==> config.mk <==
export PLATFORM = sky130hd
export DESIGN_NAME = quantized_block_dot_product_unit_flat
export DESIGN_NICKNAME = d
export VERILOG_FILES = /design/src/hw/rtl/qbdp_pkg.sv /design/src/hw/rtl/qbdp_if.sv /design/src/hw/rtl/qbdp_front.sv /design/src/hw/rtl/qbdp_queue.sv /design/src/hw/rtl/qbdp_back.sv /design/src/hw/rtl/quantized_block_dot_product_unit.sv /design/src/flat_wrapper.sv
export SDC_FILE = /design/constraint.sdc
export NUM_CORES = 2
export LEC_CHECK = 0
export ABC_AREA = 1
export BUFFER_PORTS_ARGS = -buffer_cell sky130_fd_sc_hd__buf_4
export CAP_MARGIN = 20
export CORE_ASPECT_RATIO = 0.6
export CORE_MARGIN = 3
export CORE_UTILIZATION = 65
export CTS_CLUSTER_DIAMETER = 40
export DETAILED_ROUTE_END_ITERATION = 8
export PLACE_DENSITY = 0.86
export SETUP_SLACK_MARGIN = 0.02
export SKIP_CTS_REPAIR_TIMING = 1
export SLEW_MARGIN = 20
export SYNTH_ARGS = -nofsm -noshare
export SYNTH_HDL_FRONTEND = slang
export SYNTH_HIERARCHICAL = 1
export SYNTH_SLANG_ARGS = --single-unit
export TNS_END_PERCENT = 10
==> constraint.sdc <==
create_clock -name i_clk -period 7 [get_ports i_clk]
set_input_delay 1.4 -clock i_clk [delete_from_list [all_inputs] [get_ports i_clk]]
set_output_delay 1.4 -clock i_clk [all_outputs]
set_load 0.02 [all_outputs]
==> src/hw/rtl/qbdp_pkg.sv <==
package qbdp_pkg;

    // Field widths
    localparam int PARTS     = 4;
    localparam int BYTE_W    = 8;
    localparam int WGT_W     = 7;   // unpacked weight, -32..31 or -1..2
    localparam int PROD1_W   = 15;  // weight * activation
    localparam int PROD2_W   = 23;  // weight * activation * scale
    localparam int SUM_W     = 30;

    // Weight decode constants
    localparam logic [WGT_W-1:0] TERN_BIAS = 7'd1;
    localparam logic [WGT_W-1:0] SIX_BIAS  = 7'd32;

    // Defaults
    localparam int LANES_PER_BLOCK_DEF = 64;
    localparam int QUEUE_DEPTH         = 4;

    // Weight format register codes
    typedef enum logic {
        FMT_TERNARY = 1'b0,
        FMT_SIX_BIT = 1'b1
    } t_fmt;

    // One classified lane, as it sits in the queue
    typedef struct packed {
        t_fmt                         fmt;
        logic                         blk_end;
        logic [PARTS-1:0][WGT_W-1:0]  wgt;
        logic [PARTS-1:0][BYTE_W-1:0] act;
        logic [PARTS-1:0][BYTE_W-1:0] scl;
    } t_lane_entry;

    // Queue status seen by both sides
    typedef struct packed {
        logic full;
        logic empty;
    } t_q_status;

endpackage

==> src/hw/rtl/qbdp_if.sv <==
// Lane channel: one word per lane of a weight block
interface qbdp_lane_if;
    logic              valid;
    logic              ready;
    logic [7:0]        low_byte_a;
    logic [7:0]        low_byte_b;
    logic [7:0]        high_byte;
    logic signed [7:0] act_part0;
    logic signed [7:0] act_part1;
    logic signed [7:0] act_part2;
    logic signed [7:0] act_part3;
    logic signed [7:0] scale_part0;
    logic signed [7:0] scale_part1;
    logic signed [7:0] scale_part2;
    logic signed [7:0] scale_part3;
    logic              last_lane;

    modport source (
        output valid, low_byte_a, low_byte_b, high_byte,
               act_part0, act_part1, act_part2, act_part3,
               scale_part0, scale_part1, scale_part2, scale_part3, last_lane,
        input  ready
    );
    modport sink (
        input  valid, low_byte_a, low_byte_b, high_byte,
               act_part0, act_part1, act_part2, act_part3,
               scale_part0, scale_part1, scale_part2, scale_part3, last_lane,
        output ready
    );
endinterface

// Result channel: one word per finished block
interface qbdp_sum_if;
    logic               valid;
    logic               ready;
    logic signed [29:0] block_sum;

    modport source (output valid, block_sum, input ready);
    modport sink (input valid, block_sum, output ready);
endinterface

// Configuration write channel: weight format register
interface qbdp_cfg_if;
    logic valid;
    logic ready;
    logic weight_format;

    modport source (output valid, weight_format, input ready);
    modport sink (input valid, weight_format, output ready);
endinterface

==> src/hw/rtl/qbdp_front.sv <==
module qbdp_front
    import qbdp_pkg::*;
#(
    parameter int LANES_PER_BLOCK = LANES_PER_BLOCK_DEF
) (
    input  logic        i_clk,
    input  logic        i_rst_n,
    input  t_fmt        i_fmt,
    qbdp_lane_if.sink   i_lane,
    input  t_q_status   i_q_status,
    output logic        o_push,
    output t_lane_entry o_entry
);

    localparam int CNT_W = (LANES_PER_BLOCK > 1) ? $clog2(LANES_PER_BLOCK) : 1;
    localparam logic [CNT_W-1:0] CNT_LAST = CNT_W'(LANES_PER_BLOCK - 1);

    logic [CNT_W-1:0] r_cnt;
    logic [CNT_W-1:0] n_cnt;
    logic             blk_end;
    logic [PARTS-1:0][BYTE_W-1:0] act;
    logic [PARTS-1:0][BYTE_W-1:0] scl;
    logic [PARTS-1:0][WGT_W-1:0]  wgt;

    // Accept while the queue has room, never during reset
    assign i_lane.ready = i_rst_n & ~i_q_status.full;
    assign o_push       = i_lane.valid & i_lane.ready;

    assign act = {i_lane.act_part3, i_lane.act_part2, i_lane.act_part1, i_lane.act_part0};
    assign scl = {i_lane.scale_part3, i_lane.scale_part2,
                  i_lane.scale_part1, i_lane.scale_part0};

    // Unpack the four weights of the lane
    always_comb begin
        logic [1:0] hi2;
        logic [3:0] nib;
        for (int p = 0; p < PARTS; p++) begin
            hi2 = i_lane.high_byte[2*p +: 2];
            case (p)
                0:       nib = i_lane.low_byte_a[3:0];
                1:       nib = i_lane.low_byte_b[3:0];
                2:       nib = i_lane.low_byte_a[7:4];
                default: nib = i_lane.low_byte_b[7:4];
            endcase
            if (i_fmt == FMT_SIX_BIT) begin
                wgt[p] = {1'b0, hi2, nib} - SIX_BIAS;
            end else begin
                wgt[p] = {5'b0, i_lane.low_byte_a[2*p +: 2]} - TERN_BIAS;
            end
        end
    end

    // Block ends on the flag or when the lane count runs out
    assign blk_end = i_lane.last_lane | (r_cnt == CNT_LAST);

    always_comb begin
        n_cnt = r_cnt;
        if (o_push) begin
            n_cnt = blk_end ? '0 : r_cnt + CNT_W'(1);
        end
    end

    always_ff @(posedge i_clk) begin
        if (!i_rst_n) begin
            r_cnt <= '0;
        end else begin
            r_cnt <= n_cnt;
        end
    end

    assign o_entry = '{fmt: i_fmt, blk_end: blk_end, wgt: wgt, act: act, scl: scl};

endmodule

==> src/hw/rtl/qbdp_queue.sv <==
module qbdp_queue
    import qbdp_pkg::*;
(
    input  logic        i_clk,
    input  logic        i_rst_n,
    input  logic        i_push,
    input  t_lane_entry i_entry,
    input  logic        i_pop,
    output t_lane_entry o_entry,
    output t_q_status   o_status
);

    localparam int PTR_W = $clog2(QUEUE_DEPTH);
    localparam int CNT_W = $clog2(QUEUE_DEPTH + 1);

    t_lane_entry      r_mem [QUEUE_DEPTH];
    logic [PTR_W-1:0] r_wr_ptr;
    logic [PTR_W-1:0] r_rd_ptr;
    logic [CNT_W-1:0] r_cnt;
    logic [CNT_W-1:0] n_cnt;

    assign o_status.full  = (r_cnt == CNT_W'(QUEUE_DEPTH));
    assign o_status.empty = (r_cnt == '0);
    assign o_entry        = r_mem[r_rd_ptr];

    always_comb begin
        n_cnt = r_cnt;
        case ({i_push, i_pop})
            2'b10:   n_cnt = r_cnt + CNT_W'(1);
            2'b01:   n_cnt = r_cnt - CNT_W'(1);
            default: n_cnt = r_cnt;
        endcase
    end

    // Pointers and fill count
    always_ff @(posedge i_clk) begin
        if (!i_rst_n) begin
            r_wr_ptr <= '0;
            r_rd_ptr <= '0;
            r_cnt    <= '0;
        end else begin
            if (i_push) begin
                r_wr_ptr <= r_wr_ptr + PTR_W'(1);
            end
            if (i_pop) begin
                r_rd_ptr <= r_rd_ptr + PTR_W'(1);
            end
            r_cnt <= n_cnt;
        end
    end

    // Entry storage
    always_ff @(posedge i_clk) begin
        if (i_push) begin
            r_mem[r_wr_ptr] <= i_entry;
        end
    end

endmodule

==> src/hw/rtl/qbdp_back.sv <==
module qbdp_back
    import qbdp_pkg::*;
(
    input  logic        i_clk,
    input  logic        i_rst_n,
    input  t_lane_entry i_entry,
    input  t_q_status   i_q_status,
    output logic        o_pop,
    qbdp_sum_if.source  o_sum
);

    logic                          en;
    logic                          r_s1_vld;
    logic                          r_s1_end;
    t_fmt                          r_s1_fmt;
    logic [PARTS-1:0][PROD1_W-1:0] r_s1_prod;
    logic [PARTS-1:0][BYTE_W-1:0]  r_s1_scl;
    logic                          r_s2_vld;
    logic                          r_s2_end;
    logic [PARTS-1:0][PROD2_W-1:0] r_s2_prod;
    logic signed [SUM_W-1:0]       r_acc;
    logic signed [SUM_W-1:0]       n_sum;
    logic                          r_out_vld;
    logic signed [SUM_W-1:0]       r_out_sum;
    logic [PARTS-1:0][PROD1_W-1:0] n_s1_prod;
    logic [PARTS-1:0][PROD2_W-1:0] n_s2_prod;

    // Whole pipe moves unless a result is held at the output
    assign en    = ~r_out_vld | o_sum.ready;
    assign o_pop = en & ~i_q_status.empty;

    // Stage 1 products: weight times activation
    always_comb begin
        for (int p = 0; p < PARTS; p++) begin
            n_s1_prod[p] = PROD1_W'($signed(i_entry.wgt[p])) *
                           PROD1_W'($signed(i_entry.act[p]));
        end
    end

    // Stage 2 products: apply the sub-block scale in six-bit format
    always_comb begin
        for (int p = 0; p < PARTS; p++) begin
            if (r_s1_fmt == FMT_SIX_BIT) begin
                n_s2_prod[p] = PROD2_W'($signed(r_s1_prod[p])) *
                               PROD2_W'($signed(r_s1_scl[p]));
            end else begin
                n_s2_prod[p] = PROD2_W'($signed(r_s1_prod[p]));
            end
        end
    end

    // Stage 3: add the four products into the running sum, wraps at SUM_W
    always_comb begin
        n_sum = r_acc;
        for (int p = 0; p < PARTS; p++) begin
            n_sum = n_sum + SUM_W'($signed(r_s2_prod[p]));
        end
    end

    // Control of the stages
    always_ff @(posedge i_clk) begin
        if (!i_rst_n) begin
            r_s1_vld  <= 1'b0;
            r_s2_vld  <= 1'b0;
            r_out_vld <= 1'b0;
            r_acc     <= '0;
        end else if (en) begin
            r_s1_vld  <= o_pop;
            r_s2_vld  <= r_s1_vld;
            r_out_vld <= r_s2_vld & r_s2_end;
            if (r_s2_vld) begin
                r_acc <= r_s2_end ? '0 : n_sum;
            end
        end
    end

    // Data of the stages
    always_ff @(posedge i_clk) begin
        if (en) begin
            r_s1_end  <= i_entry.blk_end;
            r_s1_fmt  <= i_entry.fmt;
            r_s1_prod <= n_s1_prod;
            r_s1_scl  <= i_entry.scl;
            r_s2_end  <= r_s1_end;
            r_s2_prod <= n_s2_prod;
            if (r_s2_vld && r_s2_end) begin
                r_out_sum <= n_sum;
            end
        end
    end

    assign o_sum.valid     = r_out_vld;
    assign o_sum.block_sum = r_out_sum;

endmodule

==> src/hw/rtl/quantized_block_dot_product_unit.sv <==
// Channel   | Dir | Word                                         | Accepted when
// ----------+-----+----------------------------------------------+----------------------
// i_lane    | in  | weight bytes, 4 activations, 4 scales, last  | valid & ready
// o_sum     | out | 30-bit signed block dot product              | valid & ready
// i_cfg     | in  | weight_format (0 ternary, 1 six-bit)         | valid & ready
//
// One lane per cycle unless a held result stalls; the back end is a three-stage
// multiply-accumulate pipeline: stage 1 and stage 2 products, then the sum.
// i_cfg.ready is always high; format is sampled per lane at acceptance.
// Synchronous active-low reset clears the format, lane count, queue and sum.
// A held result stalls the back end; the four-entry queue then fills and
// drops i_lane.ready.
module quantized_block_dot_product_unit
    import qbdp_pkg::*;
#(
    parameter int LANES_PER_BLOCK = LANES_PER_BLOCK_DEF
) (
    input  logic       i_clk,
    input  logic       i_rst_n,
    qbdp_lane_if.sink  i_lane,
    qbdp_cfg_if.sink   i_cfg,
    qbdp_sum_if.source o_sum
);

    t_fmt        r_fmt;
    logic        push;
    logic        pop;
    t_lane_entry front_entry;
    t_lane_entry back_entry;
    t_q_status   q_status;

    // Weight format register
    assign i_cfg.ready = 1'b1;

    always_ff @(posedge i_clk) begin
        if (!i_rst_n) begin
            r_fmt <= FMT_TERNARY;
        end else if (i_cfg.valid) begin
            r_fmt <= t_fmt'(i_cfg.weight_format);
        end
    end

    qbdp_front #(
        .LANES_PER_BLOCK (LANES_PER_BLOCK)
    ) u_front (
        .i_clk      (i_clk),
        .i_rst_n    (i_rst_n),
        .i_fmt      (r_fmt),
        .i_lane     (i_lane),
        .i_q_status (q_status),
        .o_push     (push),
        .o_entry    (front_entry)
    );

    qbdp_queue u_queue (
        .i_clk    (i_clk),
        .i_rst_n  (i_rst_n),
        .i_push   (push),
        .i_entry  (front_entry),
        .i_pop    (pop),
        .o_entry  (back_entry),
        .o_status (q_status)
    );

    qbdp_back u_back (
        .i_clk      (i_clk),
        .i_rst_n    (i_rst_n),
        .i_entry    (back_entry),
        .i_q_status (q_status),
        .o_pop      (pop),
        .o_sum      (o_sum)
    );

endmodule

==> src/flat_wrapper.sv <==
// flat-port wrapper written by rule: the top's interface ports become plain ports
module quantized_block_dot_product_unit_flat import qbdp_pkg::*;
#(
    parameter int LANES_PER_BLOCK = LANES_PER_BLOCK_DEF
)
  (i_clk, i_rst_n, i_lane_valid, i_lane_low_byte_a, i_lane_low_byte_b, i_lane_high_byte, i_lane_act_part0, i_lane_act_part1, i_lane_act_part2, i_lane_act_part3, i_lane_scale_part0, i_lane_scale_part1, i_lane_scale_part2, i_lane_scale_part3, i_lane_last_lane, i_lane_ready, i_cfg_valid, i_cfg_weight_format, i_cfg_ready, o_sum_valid, o_sum_block_sum, o_sum_ready);
  qbdp_lane_if i_lane_i ();
  qbdp_cfg_if i_cfg_i ();
  qbdp_sum_if o_sum_i ();
  input  logic i_clk;
  input  logic i_rst_n;
  input wire logic [$bits(i_lane_i.valid)-1:0] i_lane_valid;
  input wire logic [$bits(i_lane_i.low_byte_a)-1:0] i_lane_low_byte_a;
  input wire logic [$bits(i_lane_i.low_byte_b)-1:0] i_lane_low_byte_b;
  input wire logic [$bits(i_lane_i.high_byte)-1:0] i_lane_high_byte;
  input wire logic [$bits(i_lane_i.act_part0)-1:0] i_lane_act_part0;
  input wire logic [$bits(i_lane_i.act_part1)-1:0] i_lane_act_part1;
  input wire logic [$bits(i_lane_i.act_part2)-1:0] i_lane_act_part2;
  input wire logic [$bits(i_lane_i.act_part3)-1:0] i_lane_act_part3;
  input wire logic [$bits(i_lane_i.scale_part0)-1:0] i_lane_scale_part0;
  input wire logic [$bits(i_lane_i.scale_part1)-1:0] i_lane_scale_part1;
  input wire logic [$bits(i_lane_i.scale_part2)-1:0] i_lane_scale_part2;
  input wire logic [$bits(i_lane_i.scale_part3)-1:0] i_lane_scale_part3;
  input wire logic [$bits(i_lane_i.last_lane)-1:0] i_lane_last_lane;
  output wire logic [$bits(i_lane_i.ready)-1:0] i_lane_ready;
  input wire logic [$bits(i_cfg_i.valid)-1:0] i_cfg_valid;
  input wire logic [$bits(i_cfg_i.weight_format)-1:0] i_cfg_weight_format;
  output wire logic [$bits(i_cfg_i.ready)-1:0] i_cfg_ready;
  output wire logic [$bits(o_sum_i.valid)-1:0] o_sum_valid;
  output wire logic [$bits(o_sum_i.block_sum)-1:0] o_sum_block_sum;
  input wire logic [$bits(o_sum_i.ready)-1:0] o_sum_ready;
  assign i_lane_i.valid = i_lane_valid;
  assign i_lane_i.low_byte_a = i_lane_low_byte_a;
  assign i_lane_i.low_byte_b = i_lane_low_byte_b;
  assign i_lane_i.high_byte = i_lane_high_byte;
  assign i_lane_i.act_part0 = i_lane_act_part0;
  assign i_lane_i.act_part1 = i_lane_act_part1;
  assign i_lane_i.act_part2 = i_lane_act_part2;
  assign i_lane_i.act_part3 = i_lane_act_part3;
  assign i_lane_i.scale_part0 = i_lane_scale_part0;
  assign i_lane_i.scale_part1 = i_lane_scale_part1;
  assign i_lane_i.scale_part2 = i_lane_scale_part2;
  assign i_lane_i.scale_part3 = i_lane_scale_part3;
  assign i_lane_i.last_lane = i_lane_last_lane;
  assign i_lane_ready = i_lane_i.ready;
  assign i_cfg_i.valid = i_cfg_valid;
  assign i_cfg_i.weight_format = i_cfg_weight_format;
  assign i_cfg_ready = i_cfg_i.ready;
  assign o_sum_valid = o_sum_i.valid;
  assign o_sum_block_sum = o_sum_i.block_sum;
  assign o_sum_i.ready = o_sum_ready;
  quantized_block_dot_product_unit #(.LANES_PER_BLOCK(LANES_PER_BLOCK)) u_core (.i_clk(i_clk), .i_rst_n(i_rst_n), .i_lane(i_lane_i), .i_cfg(i_cfg_i), .o_sum(o_sum_i));
endmodule
# ---- After elaboration in Yosys (flattened, before gate mapping)
# Memory sizes are Yosys's and may differ from the RTL's. A register that Yosys moved wholly into a read port is not among the register bits.
# Index checks and enable logic that the tools add are counted.
# W data, S select, Z words.
dict set report word_totals {
  reg_bits 264
  ramBits 376
  input_bits 95
  out_inout_bits 33
  elab_cells 84
  n_memories 1
}
# name words word_bits rd rd_ports_with_merged_regs write_ports line_no
set memory_table {}
lappend memory_table {u_core.u_queue.r_mem 4 94 1 1 1 qbdp_queue.sv:16} ;# t_lane_entry r_mem [QUEUE_DEPTH];
dict set report op_classes {
  addsub 17
  multipliers 8
  n_eq_ne 4
  mux 15
  bitwise 9
  n_reduce_logical 5
}
# cell n
set ops {}
lappend ops {{$add A30 B23 Y30} 4}
lappend ops {{$mul A15 B8 Y23} 4}
lappend ops {{$mux W23} 4}
lappend ops {{$mul A7 B8 Y15} 4}
lappend ops {{$mux W30} 1}
lappend ops {{$mux W7} 4}
lappend ops {{$sub A6 B6 Y7 const B} 4}
lappend ops {{$sub A2 B1 Y3 const B} 4}
lappend ops {{$add A6 B1 Y6 const B} 1}
lappend ops {{$eq A6 B6 Y1 const B} 1}
lappend ops {{$mux W6} 1}
lappend ops {{$pmux W3 S2} 1}
lappend ops {{$add A2 B1 Y2 const B} 2}
lappend ops {{$and A1 B1 Y1} 4}
lappend ops {{$mux W2} 2}
lappend ops {{$reduce_and A2 Y1} 2}
lappend ops {{$add A3 B1 Y3 const B} 1}
lappend ops {{$eq A3 B3 Y1 const B} 1}
lappend ops {{$logic_not A3 Y1} 1}
lappend ops {{$not A1 Y1} 3}
lappend ops {{$sub A3 B1 Y3 const B} 1}
lappend ops {{$eq A2 B1 Y1 const B} 1}
lappend ops {{$eq A2 B2 Y1 const B} 1}
lappend ops {{$mux W1} 2}
lappend ops {{3 further kinds} 4}

# ---- Logic depth before layout (Yosys ltp)
dict set report depth {
  depth_word 6
  ltp_mapped 27
  depth_no_buf 23
}

# ---- Cells and area by module
# The synthesis kept the hierarchy.
# module n_inst cells_each area_per_inst_um2 seq_area_each_um2
set by_module_without_submodules {}
lappend by_module_without_submodules {qbdp_back 1 4998 39882.0 7176.9}
lappend by_module_without_submodules {qbdp_queue 1 966 14341.3 11471.0}
lappend by_module_without_submodules {qbdp_front 1 181 1162.4 120.1}
lappend by_module_without_submodules {quantized_block_dot_product_unit 1 8 52.6 20.0}

# ---- Worst setup path after synthesis
# No wires, ideal clock.
dict set report synth_path {
  path_type {in2reg}
  start {input port o_sum_ready}
  end {register u_core.u_back.r_acc[20]}
  setup_ps 70
  arrival_time_ps 6234
  required_time_ps 6930
  path_slack_ps 695
  path_stages 7
  path_buffers 1
  path_cell_list {nor2_1 inv_1 nand2_1 nor2_1 buf_2 nand3_1 a21oi_1}
}
dict set report synth_between {
  elab_chain_cells 2
}
# element line_no
set synth_rtl {}
lappend synth_rtl {{start, declared} flat_wrapper.sv:31} ;# input wire logic [$bits(o_sum_i.ready)-1:0] o_sum_ready;
lappend synth_rtl {{$or A1 B1 Y1} qbdp_back.sv:29} ;# assign en = ~r_out_vld | o_sum.ready;
lappend synth_rtl {{$reduce_and A2 Y1 (no source line)} -}
lappend synth_rtl {{end signal, assigned} qbdp_back.sv:72} ;# r_acc <= r_s2_end ? '0 : n_sum;
lappend synth_rtl {{end, declared} qbdp_back.sv:21} ;# logic signed [SUM_W-1:0] r_acc;
# No other way between the ends.
# A chain may end at the register's enable or synchronous reset.

==> results.cfg <==
[drt]
drt-pass1-iter-count = 7
wl_mm = 135
dr.first_iter.drc_count = 4487
drc = 0
ant_nets = 0
viasPerCell = 5.63
avgRoutedWirePerCell_um = 18.5
num_vias = 41116

[synthesis]
yosys.area.top_type = edfxtp_1
ys_types = 44
synth_compound_area_frac = 0.0620
synthCells = 6153
ys_ff_latch = 642
syn_area_um2 = 55400
synth_mux_area_frac = 0
yosysTopAreaCellShare = 0.321
yosys_warnings = 6
synth.area.top_cells = edfxtp_1 32%, fa_1 23%, inv_1 10%, nand2_1 8.8%, ha_1 7.5%
syn_nets = 7221
synth_simple_gate_area_frac = 0.142
avgSynthCellArea_um2 = 9.01
seq_area_frac_synth = 0.339
synth_top_family_by_area = adder cells
synth_xor_area_frac = 0.0199
synthAdderAreaFrac = 0.306

[floorplanning]
die_y_um = 232
fp.dieArea_um2 = 88900
num_io_pins = 128
num_rows = 82
dieWidth_um = 383
start_util = 0.660
core_area_um2 = 84000

[global_routing]
grt_util_all_layers = 0.315
antenna_found_initial = 5
grt_pass1_wl_mm = 221
overflow = 0
grt_pass1_vias = 41985
grt_max_degree = 189

[worst_setup_path]
cp_top_family = adder cells
critPathCaptureType = register
criticalPathCategory = register to register
worstPathMaxFanout = 40
max_stage_delay_ps = 700
crit_path_frequent_cell = inv_1
worst_path_max_delay_cell = dfxtp_2
crit_required_ps = 7420
path_buf_inv = 6
crit_chain = buf_4 > o21ai_0 > o22ai_1 > nand2_1 > inv_1 > fa_1 > inv_1 > fa_1 > fa_1 > inv_1 > fa_1 > ha_1 > inv_1 > nor3_1 > nand3_1 > nand3_1 > inv_1 > nand2_1 > nand2_1
start_kind = register
rrSetupSlack_ps = 1040
arrival_ps = 6380

[flow_run]
cap_violations = 0

[clock_tree]
cts_buffers = 71
clkSinkCount = 642
h-tree-depth = 3
clock_tree.buffer_depth = 3
path_clk_slew_ps = 60
cts_tree = done
clock_latency_ps = 670
cts-root-buf = clkbuf_16

[sta]
tightest_slew_ps = 1030
fin_crit_sh = 0.851
setup_violations = 0
fin_crit_ps = 5960
slew-limit-headroom = 0.312
drv_slew = 0
finalHoldViolCount = 0
skew_ps = 28.3
rsz0062_at_grt = no
fin_tns_setup_ps = 0
max_freq_ghz = 0.168

[layout]
layout_commonest_cell = inv_1
drive_gt1_frac = 0.0530
layout_common_cells = 1,535 x inv_1, 1,293 x nand2_1, 640 x fa_1, 593 x edfxtp_1, 397 x nor2_1
final_nets = 7180
syn_to_final_growth_pct = 6.50

[status]
status = finished clean

[placed_design]
post-dp-hpwl_mm = 102
gp_congestion = 0.978
io_buffers = 126

[hold_path]
hold_class = register to register
-- sequential cells by signal, summed over array words and instances, names as in the netlist, named ones only --
signal                         flops
u_core/u_back/o_sum.block_sum     30
u_core/u_queue/r_mem             376
u_core/r_fmt                       1
u_core/u_back/r_s2_prod           92
u_core/u_back/r_s1_fmt             1
u_core/u_queue/r_wr_ptr            2
u_core/u_back/r_s1_prod           60
u_core/u_back/r_s2_vld             1
u_core/u_back/r_s1_scl            32
u_core/u_back/o_sum.valid          1
u_core/u_back/r_s1_vld             1
u_core/u_front/r_cnt               6
u_core/u_back/r_s2_end             1
u_core/u_queue/r_rd_ptr            2
u_core/u_queue/r_cnt               3
u_core/u_back/r_s1_end             1
u_core/u_back/r_acc               30
-- path summary, 6_finish.rpt --
check	start	endpoint	depth (start not counted)
worst max register to register	register	u_core/u_back/r_s1_prod[14]$_DFFE_PN_	19
worst max-delay path	register	u_core/u_back/r_s1_prod[14]$_DFFE_PN_	19
worst min register to register	u_core/u_queue/r_rd_ptr[1]$_SDFFE_PN0P_	register	1
worst min-delay path	u_core/u_queue/r_rd_ptr[1]$_SDFFE_PN0P_	register	1
-- metrics by stage --
step | area, um^2 | hold slack, ps | setup slack (ps) | utilization | instances
after global placement | 56700 | 439 | 1500 | 0.674 | 7173
after floorplan | 55400 | 400 | 695 | - | 6153
after detailed placement | 56700 | 442 | 1240 | 0.674 | 7173
after global routing | 59000 | 469 | 713 | 0.703 | 7303
final | 59000 | 449 | 1040 | 0.703 | 7305
after CTS | 59000 | 451 | 1140 | 0.702 | 7303
-- per-layer routing --
layer  track usage  part of all wire  up-vias
met1         0.448              0.41    19936
met4        0.0835             0.025        8
met3        0.0795              0.12      298
met2         0.486              0.45     2250
met5             0           0.00042        -
li1              -                 -    18624
-- cell families after synthesis --
group / Yosys count
buffers and inverters: 1817
adders and majority gates: 973
DFF: 642
and+or+nand+nor: 1960
xor gates and xnor gates: 124
AOI/OAI and AO/OA: 636
other: 1
-- final cells by class --
class	instances	area (um^2)
multi-input combinational	3694	29400
sequential	642	18800
clock buffer	87	1840
clock inverter	43	518
tap	1134	1420
inverter	1545	5820
fill	5922	25000
timing repair buffer	158	1220
antenna	2	5.00
-- Yosys cell counts (all sizes together) --
| library cell | count |
|---|---|
| inv | 1543 |
| nand2 | 1296 |
| fa | 640 |
| edfxtp | 593 |
| nor2 | 407 |
| ha | 333 |
| o21ai | 307 |
| a21oi | 177 |
| clkbuf | 159 |
| nand3 | 140 |
| buf | 113 |
| o22ai | 95 |
| xor2 | 73 |
| xnor2 | 51 |
| dfxtp | 49 |
| nand4 | 35 |
| or2 | 26 |
| nor3 | 21 |
| and2 | 19 |
| o21bai | 19 |
| nand3b | 16 |
| a21o | 14 |
| a31oi | 13 |
| o21a | 7 |
| clkinv | 2 |
| o2111ai | 2 |
| a22oi | 1 |
| conb | 1 |
| o31ai | 1 |
Power is not shown: default switching activity piles up to over one toggle a cycle in this logic, so the estimate is an artifact.
